**config.mk**
```make
export PLATFORM = sky130hd
export DESIGN_NAME = swm_ring
export DESIGN_NICKNAME = d
export VERILOG_FILES = /design/src/sv/sliding_window_median_defines.svh /design/src/sv/swm_ring.sv
export SDC_FILE = /design/constraint.sdc
export NUM_CORES = 1
export LEC_CHECK = 0
export BUFFER_PORTS_ARGS = -buffer_cell sky130_fd_sc_hd__buf_2
export CELL_PAD_IN_SITES_DETAIL_PLACEMENT = 1
export CELL_PAD_IN_SITES_GLOBAL_PLACEMENT = 2
export CORE_ASPECT_RATIO = 0.75
export CORE_MARGIN = 3
export CORE_UTILIZATION = 30
export CTS_CLUSTER_DIAMETER = 60
export CTS_CLUSTER_SIZE = 8
export DETAILED_ROUTE_END_ITERATION = 8
export GPL_TIMING_DRIVEN = 0
export PLACE_DENSITY = 0.6
export SYNTH_ARGS = -nofsm -noshare
export SYNTH_HDL_FRONTEND = slang
export SYNTH_SLANG_ARGS = --single-unit
```
**constraint.sdc**
```tcl
create_clock -name clk -period 5.7 [get_ports clk]
set_clock_uncertainty 0.2 [all_clocks]
set_input_delay 0.285 -clock clk [delete_from_list [all_inputs] [get_ports clk]]
set_output_delay 0.285 -clock clk [all_outputs]
set_load 0.02 [all_outputs]
```
**src/sv/sliding_window_median_defines.svh**
```systemverilog
// ----------------------------------------------------------------------------
// Sliding window median: shared assertion macros
// Both macros are clocked on clk and held off while rst_n is low.
// ----------------------------------------------------------------------------
`ifndef SLIDING_WINDOW_MEDIAN_DEFINES_SVH
`define SLIDING_WINDOW_MEDIAN_DEFINES_SVH

// The consequent must hold in the same cycle as the antecedent.
`define SWM_ASSERT_IMP(lbl, ante, cons, msg) \
  lbl: assert property (@(posedge clk) disable iff (!rst_n) (ante) |-> (cons)) \
    else $error(msg);

// The consequent must hold in the cycle after the antecedent.
`define SWM_ASSERT_NXT(lbl, ante, cons, msg) \
  lbl: assert property (@(posedge clk) disable iff (!rst_n) (ante) |=> (cons)) \
    else $error(msg);

`endif

```
**src/sv/swm_ring.sv**
```systemverilog
// ----------------------------------------------------------------------------
// swm_ring
// Arrival-order sample store: one write port, one registered read port.
// ----------------------------------------------------------------------------
`timescale 1ns / 1ps

module swm_ring #(
  parameter int DEPTH = 64,
  parameter int DW    = 16,
  parameter int AW    = 6
) (
  input  logic                 clk,
  input  logic                 we,
  input  logic        [AW-1:0] waddr,
  input  logic signed [DW-1:0] wdata,
  input  logic                 re,
  input  logic        [AW-1:0] raddr,
  output logic signed [DW-1:0] rdata
);

  logic signed [DW-1:0] mem [DEPTH];

  always_ff @(posedge clk) begin
    if (we) begin
      mem[waddr] <= wdata;
    end
  end

  always_ff @(posedge clk) begin
    if (re) begin
      rdata <= mem[raddr];
    end
  end

endmodule

```
==> impl_metrics.json <==
{
  "grt_pass1_vias": 21000,
  "cts_buffer_depth": 3,
  "clkLatencyLatePin_ps": 750,
  "multi_input_area_um2": 8404,
  "whs_ps": -16.56,
  "ctsResizeCount": 0,
  "outcome": "finished, violations left",
  "finalSetupViolCount": 0,
  "die_w_um": 428.7,
  "cts-buffers-inserted": 148,
  "dp_hpwl_um": 78310,
  "synthTopCellsByCount": "edfxtp_1 (1040), mux4_2 (220), mux2i_1 (85)",
  "synth_area_leaders": "edfxtp_1 (78%), mux4_2 (12%), mux2i_1 (2.1%)",
  "tightest_slew_ps": 1421,
  "drive_above_1_share_pct": 31.41,
  "hp-start": "wdata[4]",
  "grt_pass1_wl_um": 165300,
  "final_area_um2": 47890,
  "die-area_um2": 138500,
  "cts-root-buf": "clkbuf_16",
  "ant_nets": 0,
  "num_io_pins": 47,
  "antenna_found_initial": 14,
  "place_area_um2": 43770,
  "ys_types": 42,
  "irDropWorstVdd_mv": 0.2035,
  "htree_levels": 4,
  "hold_path_class": "primary input to flop",
  "rsz0062_at_grt": "false",
  "ys_warn_count": 0,
  "crit_required_ps": 5940,
  "setup_slack_ps": 2371,
  "first_iter_violations": 2399,
  "final.period_utilization_pct": 58.40,
  "fin_crit_ps": 3329,
  "min_path_cells": 1,
  "crit_path_end_kind": "flop",
  "cts.sinks": 1040,
  "grt_start_max_net_pins": 65,
  "cts_tree": "done",
  "pwr_density_cell_nw_per_um2": 358.4,
  "nFillCells": 12790,
  "slew_viol_final": 0,
  "clkSlewWorstSetupHoldPaths_ps": 50,
  "synthesis.instances": 1829,
  "tns_ps": 0,
  "rrSetupSlack_ps": 2770,
  "die-height_um": 323.0,
  "wl_per_cell_um": 30.77,
  "timing.rr.start": "mem[22][15]",
  "cts_hold_buf": 6,
  "criticalPathCategory": "primary input to flop",
  "fp.coreArea_um2": 132100,
  "nets": 2127,
  "post-route-drc-count": 0,
  "area_delta_synth_final_pct": 19.13,
  "synth_top_area_share_pct": 77.68,
  "rr_worst_depth": 5,
  "synth_largest_area_cell": "edfxtp_1",
  "initial_core_util_pct": 30.44,
  "reg2reg_to": "rdata[15]",
  "synth_edf_count": 1040,
  "async_flop_share_pct": 0,
  "routed_via_density": 5.191,
  "dr.pass1.iters": 5,
  "overflow": 0,
  "synthFlopType": "edfxtp_1",
  "crit_arrival_ps": 3570,
  "vias": 20080,
  "slew_headroom_pct": 5.268,
  "violations": "negative hold slack",
  "netlist_area_um2": 40200,
  "drt_wl_total_um": 119100,
  "max_freq_mhz": 300.4,
  "ys_seq_elements": 1040,
  "hold_violations": 38,
  "ys_seq_area_share_pct": 77.68,
  "cp-start-kind": "primary input",
  "path_max_fanout": 10,
  "grt.total_usage_pct": 17.20,
  "place_worst_setup_slack_ps": 2004,
  "yosysMostFrequentCell": "edfxtp_1",
  "syn_avg_cell_area_um2": 21.98,
  "io_buffers": 39,
  "leakagePower_nw": 15.01,
  "synth_fp_nets": 1860,
  "maxCapViolations": 0,
  "row_count": 115,
  "gp_congestion": 0.8073,
  "postCtsSetupRepairBufs": 0,
  "regArea_um2": 31230,
  "whs_endpoint": "mem[57][4]"
}
cells in the final DEF (no fill, tap or decap), types with 8 or more instances in the layout:
master            n
a211o_1           8
a211oi_1          8
a21oi_1          17
a221oi_1         16
a22oi_1          39
a311oi_1          8
a31oi_1           8
buf_2            62
buf_4            26
buf_6            24
buf_8            54
clkbuf_1         24
clkbuf_16       152
dlygate4sd3_1    13
edfxtp_1       1040
inv_6             8
mux2_2           27
mux2i_1          85
mux4_2          220
nand2_1          59
nand3_1          24
nand4_1          12
nor2_1           10
nor2_2           64
nor2b_1          30
worst max path at each step:
stage,end,depth (start not counted),start
floorplan,mem[48][0],4,waddr[3]
global placement,mem[48][13],3,waddr[4]
detailed placement,rdata[9],8,raddr[2]
CTS,mem[47][9],5,waddr[1]
global route,mem[15][5],5,waddr[1]
finish,mem[47][10],5,waddr[1]
sequential cells by signal, indices dropped and copies added (netlist names):
signal and flops:
mem 1024, rdata 16
power by group:
part | internal, mW | switching [mW] | leakage, nW
Combinational | 0.302 | 0.628 | 3.71
Sequential | 8.51 | 0.0141 | 9.37
Clock | 4.67 | 3.05 | 1.94
stage by stage:
stage	util (%)	total power, mW	std cells
global route	36.25	17.72	3866
finish	36.26	17.17	3869
floorplan	-	9.109	1829
global placement	32.25	9.551	3623
detailed placement	33.14	9.591	3687
CTS	36.16	17.36	3858
metal layers:
metal,up-vias,share of wire [%],global-route usage [%]
met4,2,3.0,6.545
met1,10850,44,24.32
met5,-,0.11,0.6691
met2,869,43,25.03
li1,8179,-,-
met3,179,9.5,5.056
logic make-up after synthesis:
family / synth area share (%)
AOI/OAI and AO/OA: 2.400
buffers and inverters: 1.824
DFF: 77.68
muxes: 15.46
and+or+nand+nor: 2.636
layout make-up:
cell class,instances,area share (%)
Antenna cell,3,0.01567
Buffer,104,1.531
Clock buffer,152,7.942
Clock inverter,13,0.2743
Multi-Input combinational cell,685,17.55
Sequential cell,1040,65.21
Tap cell,1755,4.585
Timing Repair Buffer,117,2.897
critical path: stages:
cell	delay (ps)
dlygate4sd3_1	590
clkbuf_1	430
nand4_1	1040
nor2_2	980
buf_8	240
(Power assumes the default switching activity.)
