===== config.mk =====
export PLATFORM = sky130hd
export DESIGN_NAME = swm_outq
export DESIGN_NICKNAME = d
export VERILOG_FILES = /design/src/sv/sliding_window_median_defines.svh /design/src/sv/swm_pkg.sv /design/src/sv/swm_outq.sv
export SDC_FILE = /design/constraint.sdc
export NUM_CORES = 1
export LEC_CHECK = 0
export ABC_AREA = 1
export BUFFER_PORTS_ARGS = -buffer_cell sky130_fd_sc_hd__clkbuf_2
export CELL_PAD_IN_SITES_DETAIL_PLACEMENT = 1
export CELL_PAD_IN_SITES_GLOBAL_PLACEMENT = 1
export CORE_ASPECT_RATIO = 1.5
export CORE_MARGIN = 2
export CORE_UTILIZATION = 44
export DETAILED_ROUTE_END_ITERATION = 6
export PLACE_DENSITY_LB_ADDON = 0.05
export SETUP_SLACK_MARGIN = 0.05
export SYNTH_ARGS = -nofsm -noshare
export SYNTH_HDL_FRONTEND = slang
export SYNTH_SLANG_ARGS = --single-unit

===== constraint.sdc =====
create_clock -name clk -period 2.4 [get_ports clk]
set_clock_uncertainty 0.05 [all_clocks]
set_input_delay 0.24 -clock clk [delete_from_list [all_inputs] [get_ports clk]]
set_output_delay 0.24 -clock clk [all_outputs]
set_load 0.02 [all_outputs]

===== src/sv/sliding_window_median_defines.svh =====
// ----------------------------------------------------------------------------
// Sliding window median: shared assertion macros
// Both macros are clocked on clk and held off while rst_n is low.
// ----------------------------------------------------------------------------
`ifndef SLIDING_WINDOW_MEDIAN_DEFINES_SVH
`define SLIDING_WINDOW_MEDIAN_DEFINES_SVH

// The consequent must hold in the same cycle as the antecedent.
`define SWM_ASSERT_IMP(lbl, ante, cons, msg) \
  lbl: assert property (@(posedge clk) disable iff (!rst_n) (ante) |-> (cons)) \
    else $error(msg);

// The consequent must hold in the cycle after the antecedent.
`define SWM_ASSERT_NXT(lbl, ante, cons, msg) \
  lbl: assert property (@(posedge clk) disable iff (!rst_n) (ante) |=> (cons)) \
    else $error(msg);

`endif


===== src/sv/swm_pkg.sv =====
// ----------------------------------------------------------------------------
// swm_pkg
// Types and fixed constants shared by the sliding window median modules.
// ----------------------------------------------------------------------------
`timescale 1ns / 1ps

package swm_pkg;

  // Width of the window length register and its value after reset.
  localparam int CFG_W      = 7;
  localparam int LEN_RESET  = 3;

  // Depth of the result queue in front of the output port.
  localparam int OUTQ_DEPTH = 3;

  // Operation applied to the whole cell row at once.
  typedef struct packed {
    logic ins;     // a new value enters the row
    logic clear;   // the row empties first
    logic del_en;  // the entry that falls out of the window leaves
  } swm_op_t;

  // What each cell tells its neighbors about itself.
  typedef struct packed {
    logic v;       // holds a value
    logic g;       // sits at or above the insertion point
    logic pb;      // sits above the entry being removed
    logic del;     // is the entry being removed
  } swm_flags_t;

endpackage


===== src/sv/swm_outq.sv =====
// ----------------------------------------------------------------------------
// swm_outq
// Small result queue that drives the output channel from registers.
// ----------------------------------------------------------------------------
`timescale 1ns / 1ps

module swm_outq #(
  parameter int DW = 17
) (
  input  logic                 clk,
  input  logic                 rst_n,
  input  logic                 push,
  input  logic signed [DW-1:0] push_data,
  output logic                 out_valid,
  input  logic                 out_ready,
  output logic signed [DW-1:0] out_data,
  output logic [$clog2(swm_pkg::OUTQ_DEPTH+1)-1:0] count
);

  localparam int PTR_W = $clog2(swm_pkg::OUTQ_DEPTH);
  localparam int CNT_W = $clog2(swm_pkg::OUTQ_DEPTH + 1);

  logic signed [DW-1:0] mem [swm_pkg::OUTQ_DEPTH];
  logic [PTR_W-1:0]     wr_ptr_r, rd_ptr_r;
  logic [CNT_W-1:0]     cnt_r;
  logic                 pop;

  assign pop       = out_valid && out_ready;
  assign out_valid = (cnt_r != '0);
  assign out_data  = mem[rd_ptr_r];
  assign count     = cnt_r;

  always_ff @(posedge clk) begin
    if (!rst_n) begin
      wr_ptr_r <= '0;
      rd_ptr_r <= '0;
      cnt_r    <= '0;
    end else begin
      if (push) begin
        wr_ptr_r <= (wr_ptr_r == PTR_W'(swm_pkg::OUTQ_DEPTH - 1)) ? '0 : wr_ptr_r + 1'b1;
      end
      if (pop) begin
        rd_ptr_r <= (rd_ptr_r == PTR_W'(swm_pkg::OUTQ_DEPTH - 1)) ? '0 : rd_ptr_r + 1'b1;
      end
      if (push && !pop) begin
        cnt_r <= cnt_r + 1'b1;
      end else if (pop && !push) begin
        cnt_r <= cnt_r - 1'b1;
      end
    end
  end

  always_ff @(posedge clk) begin
    if (push) begin
      mem[wr_ptr_r] <= push_data;
    end
  end

endmodule


==> out/qor.yml <==
ant_nets: 0
num_rows: 32
final_cell_mix: "edfxtp_1, clkbuf_2, a21oi_1, nand2_1, nor2_1"
max-vdd-ir-drop_mv: 0.5238
die_w_um: 62.61
slew-limit-headroom_pct: 49.02
clkPwrFrac_pct: 33.5
ys_seq_area_share_pct: 74.61
nets: 245
status: "finished clean"
cts_tree: "built"
clockBufferDepth: 2
drt-wirelength-per-cell_um: 16.01
cts_resized: 0
r2r_start: "wr_ptr_r[1]"
syn-num-nets: 198
yosysWarningCount: 0
cts_root_buffer: "clkbuf_8"
drv_slew: 0
hold_slack_ns: 0.05688
path_class: "reg2out"
rr_endpoint: "mem[0][6]"
path_cells: "inv_4, nor2_1, a21oi_1, clkbuf_2"
top_layer: "met4"
fin_setup_tns_ns: 0
syn_area_um2: 2267
tightest_slew_ns: 0.7639
drt_iter0_markers: 46
worstHoldEndpoint: "mem[2][4]"
min_period_ns: 2.009
ys_types: 19
cts_buffers: 9
cts_hold_buffers: 0
reg2reg_depth: 3
antenna_found_initial: 0
io_buffer_count: 40
worstPathMaxFanout: 18
p_int_mw: 1.791
die_y_um: 91.92
synthCells: 176
wl_met2_um: 2612
area_growth_pct: 18.38
initial_core_util_pct: 44.94
ios: 41
hp-start: "push_data[4]"
post-dp-hpwl_um: 3246
combPwrFrac_pct: 18.3
gp_congestion: 0.7061
antennaDiodeCount: 0
final-setup-viol-count: 0
fp.dieArea_um2: 5755
via_per_inst: 5.071
routed_wl_um: 4740
cts-htree-levels: 3
overflow: 0
critPathMaxStageDelay_ns: 0.78
whs_path_depth: 1
endpoint_kind: "output pin"
arrival_ns: 1.72
post_cts.repair.setup_buffers: 0
cp_slowest_cell: "dfxtp_1"
hold_viol_final: 0
p_sw_uw: 729.6
p_seq_share_pct: 48.2
cp-start-kind: "flip-flop"
dr.pass1.iters: 4
wl_met3_um: 181
clk_pin_slew_ns: 0.07
drc: 0
grt_pass1_wl_um: 7797
cts.sink_count: 59
max_freq_ghz: 0.4978
avgSynthCellArea_um2: 12.88
r2r_setup_slack_ns: 0.87
rsz0062_at_grt: "no"
core_um2: 5045
num_vias: 1501
ys_ff_latch: 59
wl_met1_um: 1852
grtUsageTotal_pct: 18.33
worstPathRequired_ns: 2.11
utilization_pct: 53.20
fin_crit_sh_pct: 83.71
switching_share_pct: 28.94
clk_latency_ns: 0.33
p_per_area_nw_per_um2: 939.3
p_leak_nw: 1.068
first_global_vias: 1578
grt_max_degree: 19
layout-drive-gt1-share_pct: 26.75
layout_commonest_cell: "edfxtp_1"
cap_violations: 0
hp-class: "in2reg"
## final cells by class
| type | count | area, um^2 |
|---|---|---|
| Clock buffer | 10 | 127.6 |
| Inverter | 15 | 66.31 |
| Multi-Input combinational cell | 96 | 441.7 |
| Sequential cell | 59 | 1692 |
| Clock inverter | 6 | 56.30 |
| Tap cell | 68 | 85.08 |
| Fill cell | 563 | 2361 |
| Timing Repair Buffer | 42 | 215.2 |
## metal layers
layer	up-vias	track usage, %
li1	712	-
met4	0	9.444
met3	8	5.153
met5	-	0
met1	753	19.32
met2	28	32.89
## sequential cells by signal, indices dropped and copies added, names as in the netlist, named ones only
| register | flops |
|---|---|
| wr_ptr_r | 2 |
| count | 2 |
| mem | 51 |
| rd_ptr_r | 2 |
## cells in the mapped netlist
| library cell | number | area [um^2] |
|---|---|---|
| nand2_1 | 26 | 97.59 |
| buf_4 | 1 | 7.510 |
| nor3_1 | 1 | 5.000 |
| nor2_1 | 22 | 82.58 |
| nand3_1 | 3 | 15.01 |
| buf_6 | 4 | 45.04 |
| o21a_1 | 1 | 7.510 |
| nand2_2 | 2 | 12.51 |
| inv_4 | 1 | 6.260 |
| a21oi_1 | 37 | 185.2 |
| buf_12 | 1 | 20.02 |
| inv_8 | 1 | 11.26 |
| ha_1 | 1 | 12.51 |
| edfxtp_1 | 51 | 1531 |
| o211ai_1 | 1 | 7.510 |
| inv_1 | 13 | 48.80 |
| dfxtp_1 | 8 | 160.2 |
| nand4_1 | 1 | 6.260 |
| o21ai_0 | 1 | 5.000 |
## power groups by stage
stage,Sequential [mW],Combinational [mW],Clock [mW]
after floorplan,1.23,0.334,0
after global placement,1.23,0.451,0
after detailed placement,1.24,0.469,0
after CTS,1.22,0.473,0.865
after global routing,1.22,0.508,0.910
final,1.21,0.462,0.844
## stage by stage
step / std cells / setup WS [ns] / power (mW) / area (um^2)
3_5_place_dp: 280 / 0.7093 / 1.706 / 2500
5_1_grt: 296 / 0.2563 / 2.640 / 2684
4_1_cts: 296 / 0.3303 / 2.554 / 2684
6_report: 296 / 0.3910 / 2.521 / 2684
2_1_floorplan: 176 / 0.3410 / 1.560 / 2267
3_3_place_gp: 280 / 0.7292 / 1.686 / 2500
## critical path: cells and delay by family, from the launching register on
| kind | cells | cell delay, ns |
|---|---|---|
| AND/OR/NAND/NOR | 1 | 0.16 |
| AO/OA/AOI/OAI | 1 | 0.07 |
| buffers and inverters | 2 | 0.39 |
| flip-flops | 1 | 0.78 |
## worst max path at each step
stage / cells past startpoint / from / to
3_3_place_gp: 4 / flip-flop / out_data[7]
6_report: 4 / flip-flop / out_data[2]
3_5_place_dp: 4 / flip-flop / out_data[2]
2_1_floorplan: 2 / wr_ptr_r[1] / mem[2][0]
4_1_cts: 4 / flip-flop / out_data[2]
5_1_grt: 4 / flip-flop / out_data[2]
## kinds of logic (layout without fill, tap and decap cells)
kind of cell	after synthesis	after routing	share of synthesized area [%]
DFF	59	59	74.61
buffers and inverters	21	73	6.126
AOI/OAI and AO/OA	40	40	9.051
adders and majority gates	1	1	0.5518
and+or+nand+nor	55	55	9.657
Note: power is estimated with default switching activity, not from simulation.
